==> src/rtl/gspg_pkg.sv <==
// gspg_pkg: shared constants, types and register codes of the gradient shade
// palette generator. No dependencies; used by every other file in rtl.
`timescale 1ns / 1ps

package gspg_pkg;

  localparam int CHAN_W  = 5;
  localparam int COLOR_W = 3 * CHAN_W;
  localparam int ACC_W   = 8;
  localparam int BAND_W  = 5;
  localparam int SHADE_W = 4;
  localparam int COEFF_W = 5;
  localparam int SHADES  = 16;
  localparam int CFG_IDX_W = 2;

  localparam int LINES_DEF      = 20;
  localparam int LEAD_LINES_DEF = 2;

  localparam logic [COLOR_W-1:0] START_RESET      = 15'h684E;
  localparam logic [COLOR_W-1:0] STOP_RESET       = 15'h09DD;
  localparam logic [COEFF_W-1:0] FADE_COEFF_RESET = 5'd0;
  localparam logic [COLOR_W-1:0] FADE_COLOR_RESET = 15'h0000;
  localparam logic [COEFF_W-1:0] COEFF_MAX        = 5'd16;

  typedef enum logic [CFG_IDX_W-1:0] {
    REG_ORIGIN_COLOR = 2'd0,
    REG_TARGET_COLOR = 2'd1,
    REG_FADE_COEFF   = 2'd2,
    REG_FADE_COLOR   = 2'd3
  } cfg_reg_t;

  // red in the low bits, blue in the high bits
  typedef struct packed {
    logic [CHAN_W-1:0] b;
    logic [CHAN_W-1:0] g;
    logic [CHAN_W-1:0] r;
  } rgb_t;

endpackage

==> src/rtl/gspg_if.sv <==
// gspg_if: valid/ready channel interfaces for band requests and palette items.
// Depends on gspg_pkg for field widths.
`timescale 1ns / 1ps

interface gspg_req_if;
  logic valid;
  logic ready;
  logic restart;

  modport source (output valid, output restart, input ready);
  modport sink (input valid, input restart, output ready);
endinterface

interface gspg_pal_if;
  logic                         valid;
  logic                         ready;
  logic [gspg_pkg::COLOR_W-1:0] palette_color;
  logic [gspg_pkg::BAND_W-1:0]  band_index;
  logic [gspg_pkg::SHADE_W-1:0] shade_index;
  logic                         last_shade;

  modport source (output valid, output palette_color, output band_index,
                  output shade_index, output last_shade, input ready);
  modport sink (input valid, input palette_color, input band_index,
                input shade_index, input last_shade, output ready);
endinterface

==> src/rtl/gspg_shade.sv <==
// gspg_shade: darkens one band colour for a shade slot and blends it toward
// the fade colour. Combinational; depends on gspg_pkg.
`timescale 1ns / 1ps

module gspg_shade (
  input  gspg_pkg::rgb_t                band_color,
  input  logic [gspg_pkg::SHADE_W-1:0]  shade,
  input  gspg_pkg::rgb_t                fade_color,
  input  logic [gspg_pkg::COEFF_W-1:0]  fade_coeff,
  output gspg_pkg::rgb_t                color
);

  logic [2:0]                    sub;
  logic [gspg_pkg::COEFF_W-1:0]  k;

  function automatic logic [gspg_pkg::CHAN_W-1:0] blend(
    input logic [gspg_pkg::CHAN_W-1:0]  c,
    input logic [2:0]                   s,
    input logic [gspg_pkg::CHAN_W-1:0]  f,
    input logic [gspg_pkg::COEFF_W-1:0] kk
  );
    logic [gspg_pkg::CHAN_W-1:0] v;
    logic signed [5:0]           diff;
    logic signed [11:0]          prod;
    logic signed [11:0]          sh;
    v    = (c >= {2'b00, s}) ? c - {2'b00, s} : '0;
    diff = $signed({1'b0, f}) - $signed({1'b0, v});
    prod = 12'(diff * $signed({1'b0, kk}));
    sh   = prod >>> 4;
    return v + sh[gspg_pkg::CHAN_W-1:0];
  endfunction

  assign sub = {1'b0, shade[3:2]} + 3'd2;
  assign k   = (fade_coeff > gspg_pkg::COEFF_MAX) ? gspg_pkg::COEFF_MAX : fade_coeff;

  assign color.r = blend(band_color.r, sub, fade_color.r, k);
  assign color.g = blend(band_color.g, sub, fade_color.g, k);
  assign color.b = blend(band_color.b, sub, fade_color.b, k);

endmodule

==> src/rtl/gradient_shade_palette_gen_unit.sv <==
// gradient_shade_palette_gen_unit: top level of the RGB555 gradient shade
// palette generator. Depends on gspg_pkg, gspg_if and gspg_shade.
//
// Usage: each item on req asks for the next scanline band (restart = 1 goes
// back to band 0 and reloads the gradient from origin_color). For every item
// the block sends sixteen items on pal, shades 0 to 15 in order, last_shade
// marking shade 15. The first LEAD_LINES bands are black; after band
// LINES-1 the band count wraps to 0.
// Flow: the band registers take the request, then the pal output register
// takes the first shade; one shade leaves per cycle while pal is not stalled,
// and the next request is taken in the cycle that its predecessor's last
// shade is loaded, so bands follow with no gap.
// The shade datapath is one pass of subtract, 6x6 multiply and add between
// the band registers and the pal output register.
// Stalls: while pal.ready is low the output register holds its item and
// shade generation pauses; req.ready stays low until the band's last shade
// is loaded. Configuration is written through cfg_we/cfg_index/cfg_data.
// Reset: rst (synchronous) restores register defaults, band 0, empty pipe.
`timescale 1ns / 1ps

module gradient_shade_palette_gen_unit #(
  parameter int LINES      = gspg_pkg::LINES_DEF,
  parameter int LEAD_LINES = gspg_pkg::LEAD_LINES_DEF
) (
  input  logic                           clk,
  input  logic                           rst,
  input  logic                           cfg_we,
  input  logic [gspg_pkg::CFG_IDX_W-1:0] cfg_index,
  input  logic [gspg_pkg::COLOR_W-1:0]   cfg_data,
  gspg_req_if.sink                       req,
  gspg_pal_if.source                     pal
);

  localparam int DIV    = LINES - LEAD_LINES;
  localparam int FRAC_W = 16;
  localparam logic [FRAC_W:0] RECIP = (FRAC_W + 1)'(((1 << FRAC_W) + DIV - 1) / DIV);
  localparam int ACC_W  = gspg_pkg::ACC_W;

  gspg_pkg::rgb_t                origin_color;
  gspg_pkg::rgb_t                target_color;
  logic [gspg_pkg::COEFF_W-1:0]  fade_coeff;
  gspg_pkg::rgb_t                fade_color;

  logic [gspg_pkg::BAND_W-1:0]   band_counter;
  logic [ACC_W-1:0]              red_accum;
  logic [ACC_W-1:0]              green_accum;
  logic [ACC_W-1:0]              blue_accum;

  logic                          busy;
  logic [gspg_pkg::SHADE_W-1:0]  shade_cnt;
  gspg_pkg::rgb_t                band_color;
  logic [gspg_pkg::BAND_W-1:0]   band_idx;

  logic                          pal_valid;
  gspg_pkg::rgb_t                shade_color;

  logic                          load_ok;
  logic                          emit;
  logic                          last_emit;
  logic                          accept;

  logic [gspg_pkg::BAND_W-1:0]   band_cur;
  logic [gspg_pkg::BAND_W:0]     band_inc;
  logic                          is_grad;
  logic                          wrap;
  logic [ACC_W-1:0]              start8_r, start8_g, start8_b;
  logic [ACC_W-1:0]              eff_r, eff_g, eff_b;
  logic [ACC_W-1:0]              red_accum_next, green_accum_next, blue_accum_next;

  function automatic logic [ACC_W-1:0] step_of(
    input logic [gspg_pkg::CHAN_W-1:0] stop5,
    input logic [gspg_pkg::CHAN_W-1:0] start5
  );
    logic signed [9:0]   diff;
    logic                neg;
    logic [ACC_W-1:0]    mag;
    logic [ACC_W+FRAC_W:0] prod;
    logic [ACC_W-1:0]    q;
    diff = $signed({2'b00, stop5, 3'b000}) - $signed({2'b00, start5, 3'b000});
    neg  = diff[9];
    mag  = neg ? ACC_W'(-diff) : ACC_W'(diff);
    prod = (ACC_W + FRAC_W + 1)'(mag * RECIP);
    q    = prod[ACC_W+FRAC_W-1:FRAC_W];
    return neg ? ACC_W'(-q) : q;
  endfunction

  // configuration registers
  always_ff @(posedge clk) begin
    if (rst) begin
      origin_color <= gspg_pkg::START_RESET;
      target_color <= gspg_pkg::STOP_RESET;
      fade_coeff   <= gspg_pkg::FADE_COEFF_RESET;
      fade_color   <= gspg_pkg::FADE_COLOR_RESET;
    end else if (cfg_we) begin
      unique case (gspg_pkg::cfg_reg_t'(cfg_index))
        gspg_pkg::REG_ORIGIN_COLOR: origin_color <= cfg_data;
        gspg_pkg::REG_TARGET_COLOR: target_color <= cfg_data;
        gspg_pkg::REG_FADE_COEFF:   fade_coeff   <= cfg_data[gspg_pkg::COEFF_W-1:0];
        gspg_pkg::REG_FADE_COLOR:   fade_color   <= cfg_data;
      endcase
    end
  end

  // handshake
  assign load_ok   = !pal_valid || pal.ready;
  assign emit      = busy && load_ok;
  assign last_emit = emit && (shade_cnt == gspg_pkg::SHADE_W'(gspg_pkg::SHADES - 1));
  assign req.ready = !busy || last_emit;
  assign accept    = req.valid && req.ready;

  // band step
  assign start8_r = {origin_color.r, 3'b000};
  assign start8_g = {origin_color.g, 3'b000};
  assign start8_b = {origin_color.b, 3'b000};

  assign band_cur = req.restart ? '0 : band_counter;
  assign eff_r    = req.restart ? start8_r : red_accum;
  assign eff_g    = req.restart ? start8_g : green_accum;
  assign eff_b    = req.restart ? start8_b : blue_accum;
  assign is_grad  = ({1'b0, band_cur} >= (gspg_pkg::BAND_W + 1)'(LEAD_LINES));
  assign band_inc = {1'b0, band_cur} + 1'b1;
  assign wrap     = (band_inc >= (gspg_pkg::BAND_W + 1)'(LINES));

  always_comb begin
    if (wrap) begin
      red_accum_next   = start8_r;
      green_accum_next = start8_g;
      blue_accum_next  = start8_b;
    end else if (is_grad) begin
      red_accum_next   = eff_r + step_of(target_color.r, origin_color.r);
      green_accum_next = eff_g + step_of(target_color.g, origin_color.g);
      blue_accum_next  = eff_b + step_of(target_color.b, origin_color.b);
    end else begin
      red_accum_next   = eff_r;
      green_accum_next = eff_g;
      blue_accum_next  = eff_b;
    end
  end

  always_ff @(posedge clk) begin
    if (rst) begin
      band_counter <= '0;
      red_accum    <= {gspg_pkg::START_RESET[4:0], 3'b000};
      green_accum  <= {gspg_pkg::START_RESET[9:5], 3'b000};
      blue_accum   <= {gspg_pkg::START_RESET[14:10], 3'b000};
    end else if (accept) begin
      band_counter <= wrap ? '0 : band_inc[gspg_pkg::BAND_W-1:0];
      red_accum    <= red_accum_next;
      green_accum  <= green_accum_next;
      blue_accum   <= blue_accum_next;
    end
  end

  // band registers
  always_ff @(posedge clk) begin
    if (accept) begin
      band_idx     <= band_cur;
      band_color.r <= is_grad ? eff_r[ACC_W-1:3] : '0;
      band_color.g <= is_grad ? eff_g[ACC_W-1:3] : '0;
      band_color.b <= is_grad ? eff_b[ACC_W-1:3] : '0;
    end
  end

  always_ff @(posedge clk) begin
    if (rst) begin
      busy      <= 1'b0;
      shade_cnt <= '0;
    end else if (accept) begin
      busy      <= 1'b1;
      shade_cnt <= '0;
    end else if (emit) begin
      busy      <= !last_emit;
      shade_cnt <= shade_cnt + 1'b1;
    end
  end

  gspg_shade u_shade (
    .band_color (band_color),
    .shade      (shade_cnt),
    .fade_color (fade_color),
    .fade_coeff (fade_coeff),
    .color      (shade_color)
  );

  // output register
  always_ff @(posedge clk) begin
    if (rst) begin
      pal_valid <= 1'b0;
    end else if (emit) begin
      pal_valid <= 1'b1;
    end else if (pal.ready) begin
      pal_valid <= 1'b0;
    end
  end

  always_ff @(posedge clk) begin
    if (emit) begin
      pal.palette_color <= shade_color;
      pal.band_index    <= band_idx;
      pal.shade_index   <= shade_cnt;
      pal.last_shade    <= (shade_cnt == gspg_pkg::SHADE_W'(gspg_pkg::SHADES - 1));
    end
  end

  assign pal.valid = pal_valid;

endmodule

==> src/flat_wrapper.sv <==
// flat-port wrapper written by rule: the top's interface ports become plain ports
module gradient_shade_palette_gen_unit_flat 
#(
  parameter int LINES      = gspg_pkg::LINES_DEF,
  parameter int LEAD_LINES = gspg_pkg::LEAD_LINES_DEF
)
  (clk, rst, cfg_we, cfg_index, cfg_data, req_valid, req_restart, req_ready, pal_valid, pal_palette_color, pal_band_index, pal_shade_index, pal_last_shade, pal_ready);
  gspg_req_if req_i ();
  gspg_pal_if pal_i ();
  input  logic clk;
  input  logic rst;
  input  logic cfg_we;
  input  logic [gspg_pkg::CFG_IDX_W-1:0] cfg_index;
  input  logic [gspg_pkg::COLOR_W-1:0] cfg_data;
  input wire logic [$bits(req_i.valid)-1:0] req_valid;
  input wire logic [$bits(req_i.restart)-1:0] req_restart;
  output wire logic [$bits(req_i.ready)-1:0] req_ready;
  output wire logic [$bits(pal_i.valid)-1:0] pal_valid;
  output wire logic [$bits(pal_i.palette_color)-1:0] pal_palette_color;
  output wire logic [$bits(pal_i.band_index)-1:0] pal_band_index;
  output wire logic [$bits(pal_i.shade_index)-1:0] pal_shade_index;
  output wire logic [$bits(pal_i.last_shade)-1:0] pal_last_shade;
  input wire logic [$bits(pal_i.ready)-1:0] pal_ready;
  assign req_i.valid = req_valid;
  assign req_i.restart = req_restart;
  assign req_ready = req_i.ready;
  assign pal_valid = pal_i.valid;
  assign pal_palette_color = pal_i.palette_color;
  assign pal_band_index = pal_i.band_index;
  assign pal_shade_index = pal_i.shade_index;
  assign pal_last_shade = pal_i.last_shade;
  assign pal_i.ready = pal_ready;
  gradient_shade_palette_gen_unit #(.LINES(LINES), .LEAD_LINES(LEAD_LINES)) u_core (.clk(clk), .rst(rst), .cfg_we(cfg_we), .cfg_index(cfg_index), .cfg_data(cfg_data), .req(req_i), .pal(pal_i));
endmodule
==> config.mk <==
export PLATFORM = sky130hd
export DESIGN_NAME = gradient_shade_palette_gen_unit_flat
export DESIGN_NICKNAME = d
export VERILOG_FILES = /design/src/rtl/gspg_pkg.sv /design/src/rtl/gspg_if.sv /design/src/rtl/gspg_shade.sv /design/src/rtl/gradient_shade_palette_gen_unit.sv /design/src/flat_wrapper.sv
export SDC_FILE = /design/constraint.sdc
export NUM_CORES = 1
export LEC_CHECK = 0
export ABC_AREA = 0
export BUFFER_PORTS_ARGS = -buffer_cell sky130_fd_sc_hd__clkbuf_2
export CAP_MARGIN = 20
export CORE_MARGIN = 4
export CORE_UTILIZATION = 55
export CTS_CLUSTER_DIAMETER = 80
export CTS_CLUSTER_SIZE = 12
export DETAILED_ROUTE_END_ITERATION = 7
export PLACE_DENSITY = 0.81
export SYNTH_ARGS = -nofsm -noshare
export SYNTH_HDL_FRONTEND = slang
export SYNTH_SLANG_ARGS = --single-unit
export TNS_END_PERCENT = 5
==> constraint.sdc <==
create_clock -name clk -period 8 [get_ports clk]
set_input_delay 0.4 -clock clk [delete_from_list [all_inputs] [get_ports clk]]
set_output_delay 0.4 -clock clk [all_outputs]
set_load 0.1 [all_outputs]
==> results by group, run 1 <==
Worst setup path
  • Slowest library cell on the worst path: fa_1
  • Critical path capture point type: register
  • WP data required: 8.32 ns
  • Critical path fanouts, max: 4
  • Most used cell, CP: ha_1
  • Data arrival, critical path: 7.98 ns
  • Largest stage delay, worst path: 0.59 ns
  • Crit path launch type: register
  • Worst Setup Path Type: register to register

Layout
  • Post-route cell area: 14500 sq um
  • Layout cells sized above 1: 8.65%
  • Area growth, synth to finish: 9.17%
  • N_diodes: 0
  • Layout Nets: 1849
  • Final std cells w/o fill: 1879

Yosys
  • Syn nets: 1816
  • Post-Synth Adder-Cell Area: 30.1%
  • Synth area leader: ha_1
  • Synth top area cells: ha_1 20%, dfxtp_1 13%, fa_1 10%
  • Synth Area in Simple Gates: 15.8%
  • Synth warn: 0
  • Sequential share of the synthesized area: 23.0%
  • Largest family of logic cells by synthesized area: adder cells
  • Post-Syn Area per Cell: 8.79 sq um
  • Mapped cell area: 13300 sq um
  • Synth async-reset ratio: 0%
  • Post-synth EDFFs: 45
  • Top FF cell, synth: dfxtp_1
  • Synth Area in XOR/XNOR: 7.21%
  • Synth Instances: 1514
  • #FFs+latches synth: 130
  • Mux cell area share after synthesis: 2.30%
  • Number of distinct library cells after synthesis: 71
  • Synth cell count leaders: 210 x ha_1, 166 x inv_1, 150 x nand2_1
  • Post-synth top area share: 19.8%
  • Synth Area in Compound Gates: 15.6%
  • Most numerous cell in the Yosys netlist: ha_1

STA
  • Slew Limit Fails: 0
  • Clock Skews: 0.0101 ns
  • Rel. slew slack: 38.9%
  • RSZ-0062 raised after global routing: yes
  • Peak Freq: 130 MHz
  • Fin. Hold Viols: 0
  • Worst-Margin Slew: 0.914 ns
  • Setup-failing EPs final: 0
  • Period utilisation layout: 95.9%
  • Hold_ws: 0.201 ns
  • Setup TNS: 0 ns
  • Min Tclk post-route: 7.67 ns

Floorplan
  • Die area: 26700 sq um
  • Die Y: 164 microns
  • Starting density of the core: 56.3%
  • Core area: 23600 sq um
  • I/O Pins: 50
  • Die span in x: 164 microns
  • FP Rows: 56

Clocking
  • Postcts setup bufs: 0
  • Sink Count: 130
  • Clock Tree Buf Depth: 2
  • CTS resizes: 0
  • Worst skew pair latency: 0.43 ns
  • TritonCTS Buffers: 17
  • CTS tree: done
  • Cts hold-fix bufs: 0
  • Clock Pin Slew Worst Setup and Hold Paths: 0.06 ns
  • Htree depth: 4
  • Clock root cell: clkbuf_16

Global route
  • GRT Overall Usage: 22.6%
  • Global-route wire length before repair: 50.1 mm
  • Largest net degree at the start of global routing: 80
  • Initial antenna violation count: 0
  • Vias in the first global route: 10851
  • Grt ovf: 0

Job
  • Max cap viols: 0

Detailed routing
  • WL/cell: 15.9 microns
  • Vias per inst: 5.79
  • Via Count: 10885
  • Post-route ant nets: 0
  • DRT Pass-1 Iters: 5
  • DR DRC count: 0
  • Initial drt markers: 777
  • Drt total wl: 29.9 mm

Placed design
  • Inst Count DP: 1847
  • GP Congestion: 0.881
  • Hpwl dp: 23.1 mm
  • Port buffer count: 49
  • Area post-placement: 13900 sq um

Power and ir drop
  • Sw Pwr: 1.71 mW
  • Leak Pwr: 6.98 nW
  • Worst ir drop on vdd: 0.175 mV
  • Power density over cell area: 267 nW/um^2
  • Sw Share: 44.1%
  • Total power: 3.88 mW
  • Int Pwr: 2.17 mW
  • Logic pwr share: 59.8%
  • Clock share of power: 20.9%
  • Seq pwr share: 19.3%

Outcome
  • Status: complete, no violations

Worst hold path
  • Min-delay worst type: input port to register
==> logic make-up (layout without fill, tap and decap cells) <==
family | after synthesis | in the layout
AOI/OAI and AO/OA | 323 | 323
xor gates and xnor gates | 107 | 107
adders and majority gates | 279 | 279
buffers and inverters | 209 | 255
DFF | 130 | 130
muxes | 29 | 29
and+or+nand+nor | 437 | 437
==> cell usage in the layout, fill, tap and decap left out, types with 6 or more instances in the layout <==
cell,count
dfxtp_1,85
clkbuf_2,49
nand2b_1,19
nand2_1,150
mux2i_1,19
mux2_2,9
a21oi_1,115
nor2b_1,25
or2_2,13
nor2_1,112
xor2_1,24
o21ai_0,46
a211oi_1,16
nor3_1,18
fa_1,69
inv_1,166
and2_1,22
a31oi_1,17
edfxtp_1,45
xnor2_1,76
a211o_1,12
nand4_1,7
ha_1,210
o21bai_1,11
a21o_1,41
nand3b_1,12
o211ai_1,11
nand3_1,15
and3_1,6
clkbuf_16,17
buf_4,8
nor4_1,8
==> per-stage QoR <==
step                      util (%)  worst slack [ns]
final                         61.5             0.332
after global routing          61.5            -0.111
after CTS                     61.2             0.272
after detailed placement      58.7             0.307
after global placement        58.7             0.568
after floorplan                  -             0.873
==> power by group through the flow <==
stage                     Sequential, mW  Clock (mW)  Combinational [mW]
after detailed placement           0.762           0                2.28
after floorplan                    0.864           0                1.72
after CTS                          0.748       0.819                2.30
after global placement             0.760           0                2.17
after global routing               0.751       0.847                2.64
final                              0.748       0.812                2.32
==> registers in the layout, indices dropped and copies added, names as in the netlist <==
register,count
u_core.shade_cnt,4
u_core.band_counter,5
u_core.origin_color,15
u_core.busy,1
u_core.pal.palette_color,15
u_core.red_accum,8
u_core.fade_color,15
u_core.pal.shade_index,4
u_core.band_color,15
u_core.pal.valid,1
u_core.fade_coeff,5
u_core.pal.band_index,5
u_core.pal.last_shade,1
u_core.band_idx,5
u_core.green_accum,8
u_core.target_color,15
u_core.blue_accum,8
==> worst max-delay path, delay by kind of cell, from the launching register on <==
kind / cells / cell delay [ns]
AOI/OAI and AO/OA: 10 / 2.21
adders and majority gates: 10 / 3.19
muxes: 1 / 0.27
and+or+nand+nor: 4 / 0.71
xor gates and xnor gates: 2 / 0.47
buffers and inverters: 4 / 0.32
DFF: 1 / 0.39
==> cell type report <==
class	count	area, sq um
clock buffer	18	429
sequential	130	3050
inverter	166	623
clock inverter	14	179
fill	1925	9090
tap	319	399
timing repair buffer	57	305
multi-input combinational	1175	9530
==> final timing paths <==
check	from	to	slack [ns]	cells after the start
max	u_core.origin_color[0]	u_core.red_accum[7]	0.33	31
min	req_valid	u_core.busy	0.20	3
max reg2reg	u_core.origin_color[0]	u_core.red_accum[7]	0.33	31
min reg2reg	u_core.band_idx[2]	u_core.pal.band_index[2]	0.42	0
==> routing by layer <==
| layer | up-vias | track usage, % | wire length (microns) |
|---|---|---|---|
| met3 | 62 | 2.52 | 1200 |
| met2 | 283 | 40.8 | 15100 |
| li1 | 5304 | - | - |
| met5 | - | 0 | 0 |
| met4 | 0 | 8.20 | 842 |
| met1 | 5236 | 27.9 | 12800 |
(Power assumes the default switching activity.)
==> run 2: changes to the inputs <==
Settings changed: ABC_AREA 0 to 1, CAP_MARGIN 20 to not set.
==> results by group, run 2 <==
Outcome
  • Status: complete, no violations

Power and ir drop
  • Total power: 4.79 mW
  • Worst ir drop on vdd: 0.197 mV
  • Power density over cell area: 327 nW/um^2
  • Leak Pwr: 7.66 nW

Worst setup path
  • FF-to-FF setup slack: 1.18 ns
  • Terminus of the critical flop-to-flop path: u_core.pal.palette_color[4]
  • Most used cell, CP: nand2_1
  • Worst Setup Path Type: register to register
  • Critical path fanouts, max: 7
  • Critical path capture point type: register
  • RR Startpoint: u_core.shade_cnt[3]
  • Largest stage delay, worst path: 0.57 ns
  • WP data required: 8.19 ns
  • Slowest library cell on the worst path: fa_1
  • R2R depth: 31
  • Crit. Startpoint: u_core.shade_cnt[3]
  • Crit path launch type: register
  • Data arrival, critical path: 7.00 ns
  • Crit path capture: u_core.pal.palette_color[4]

Placed design
  • Area post-placement: 14100 sq um
  • Pre-CTS setup slack: 1.19 ns
  • Hpwl dp: 24.4 mm
  • Port buffer count: 49
  • Inst Count DP: 2133
  • GP Congestion: 0.902

Yosys
  • #FFs+latches synth: 130
  • Top FF cell, synth: dfxtp_1
  • Synth async-reset ratio: 0%
  • Synth warn: 0
  • Post-Syn Area per Cell: 7.57 sq um
  • Syn nets: 2092
  • Synth area leader: ha_1
  • Synth Instances: 1790
  • Synth cell count leaders: 312 x inv_1, 312 x nand2_1, 210 x ha_1
  • Synth top area cells: ha_1 19%, dfxtp_1 13%, fa_1 10%
  • Number of distinct library cells after synthesis: 51
  • Mapped cell area: 13500 sq um
  • Sequential share of the synthesized area: 22.5%
  • Post-synth top area share: 19.4%
  • Post-synth EDFFs: 45

STA
  • Clock Skews: 0.0112 ns
  • RSZ-0062 raised after global routing: no
  • Worst-Margin Slew: 1.01 ns
  • Slew Limit Fails: 0
  • Min Tclk post-route: 6.82 ns
  • Setup TNS: 0 ns
  • Setup ws final: 1.18 ns
  • Setup-failing EPs final: 0
  • Period utilisation layout: 85.2%
  • Rel. slew slack: 32.5%
  • Hold_ws: 0.222 ns
  • Peak Freq: 147 MHz
  • Fin. Hold Viols: 0

Clocking
  • Htree depth: 4
  • Cts hold-fix bufs: 0
  • Sink Count: 130
  • Worst skew pair latency: 0.43 ns
  • TritonCTS Buffers: 17
  • Postcts setup bufs: 0
  • CTS tree: done
  • Clock Tree Buf Depth: 2
  • Clock Pin Slew Worst Setup and Hold Paths: 0.07 ns
  • Clock root cell: clkbuf_16
  • CTS resizes: 0

Detailed routing
  • DRT Pass-1 Iters: 8
  • Via Count: 11617
  • Post-route ant nets: 0
  • Drt total wl: 30.6 mm
  • WL/cell: 14.1 microns
  • DR DRC count: 0
  • Initial drt markers: 823
  • Vias per inst: 5.36

Global route
  • Largest net degree at the start of global routing: 54
  • GRT Overall Usage: 23.2%
  • Initial antenna violation count: 1
  • Global-route wire length before repair: 51.9 mm
  • Grt ovf: 0
  • Vias in the first global route: 11516

Floorplan
  • Die span in x: 165 microns
  • Core area: 24200 sq um
  • Starting density of the core: 55.9%
  • Die Y: 165 microns
  • I/O Pins: 50
  • Die area: 27200 sq um
  • FP Rows: 57

Layout
  • Layout cells sized above 1: 7.98%
  • Post-Route Utilization: 60.4%
  • Filler instances: 2096
  • Layout Nets: 2130
  • Post-route cell area: 14600 sq um
  • Most frequent cells in the layout: 312 x inv_1, 312 x nand2_1, 210 x ha_1
  • Area growth, synth to finish: 8.11%
  • Final std cells w/o fill: 2166

Worst hold path
  • Min-delay worst type: input port to register

Job
  • Max cap viols: 0
-- run 2: power by group --
part           switching, mW  leakage [nW]  internal, mW
logic                   2.09          6.24          1.19
registers             0.0202          1.13         0.743
clock network          0.334         0.278         0.410
total                   2.44          7.66          2.35
-- run 2: cell type report --
class,count,area [sq um],share of cell area [%]
antenna,1,2.50,0.0171
clock buffer,17,425,2.91
clock inverter,15,139,0.949
inverter,326,1230,8.39
multi-input combinational,1298,9100,62.1
sequential,130,3050,20.9
tap,324,405,2.77
timing repair buffer,55,290,1.98
-- run 2: metal layers --
| layer | vias to the layer above | part of all wire, % | GRT usage (%) |
|---|---|---|---|
| met1 | 5343 | 42 | 27.1 |
| li1 | 5891 | - | - |
| met2 | 316 | 51 | 43.1 |
| met5 | - | 0 | 0 |
| met3 | 67 | 4.7 | 3.17 |
| met4 | 0 | 2.9 | 8.32 |
-- run 2: worst min path at each step --
stage	startpoint	to	slack [ns]	cells after the start
finish	req_valid	u_core.busy	0.22	3
global route	cfg_data[3]	u_core.target_color[3]	0.25	3
CTS	req_valid	u_core.busy	0.21	3
detailed placement	u_core.band_idx[0]	u_core.pal.band_index[0]	0.40	0
global placement	u_core.band_idx[4]	u_core.pal.band_index[4]	0.40	0
floorplan	u_core.band_idx[0]	u_core.pal.band_index[0]	0.40	0
-- run 2: kinds of logic (layout without fill, tap and decap cells) --
logic type / Yosys count / in the layout / share of synthesized area, %
flops: 130 / 130 / 22.5
simple gates: 646 / 646 / 20.7
fa+ha+maj: 279 / 279 / 29.6
other cells: 0 / 1 / 0
xor+xnor: 75 / 75 / 4.95
compound gates: 298 / 298 / 11.9
buf+inv: 362 / 413 / 10.3
-- run 2: worst max-delay path, delay by kind of cell (launching register included) --
family          cells  cell delay (ns)
compound gates      5             1.23
xor+xnor            1             0.15
simple gates       12             1.27
fa+ha+maj           7             2.99
flops               1             0.41
buf+inv             6             0.53
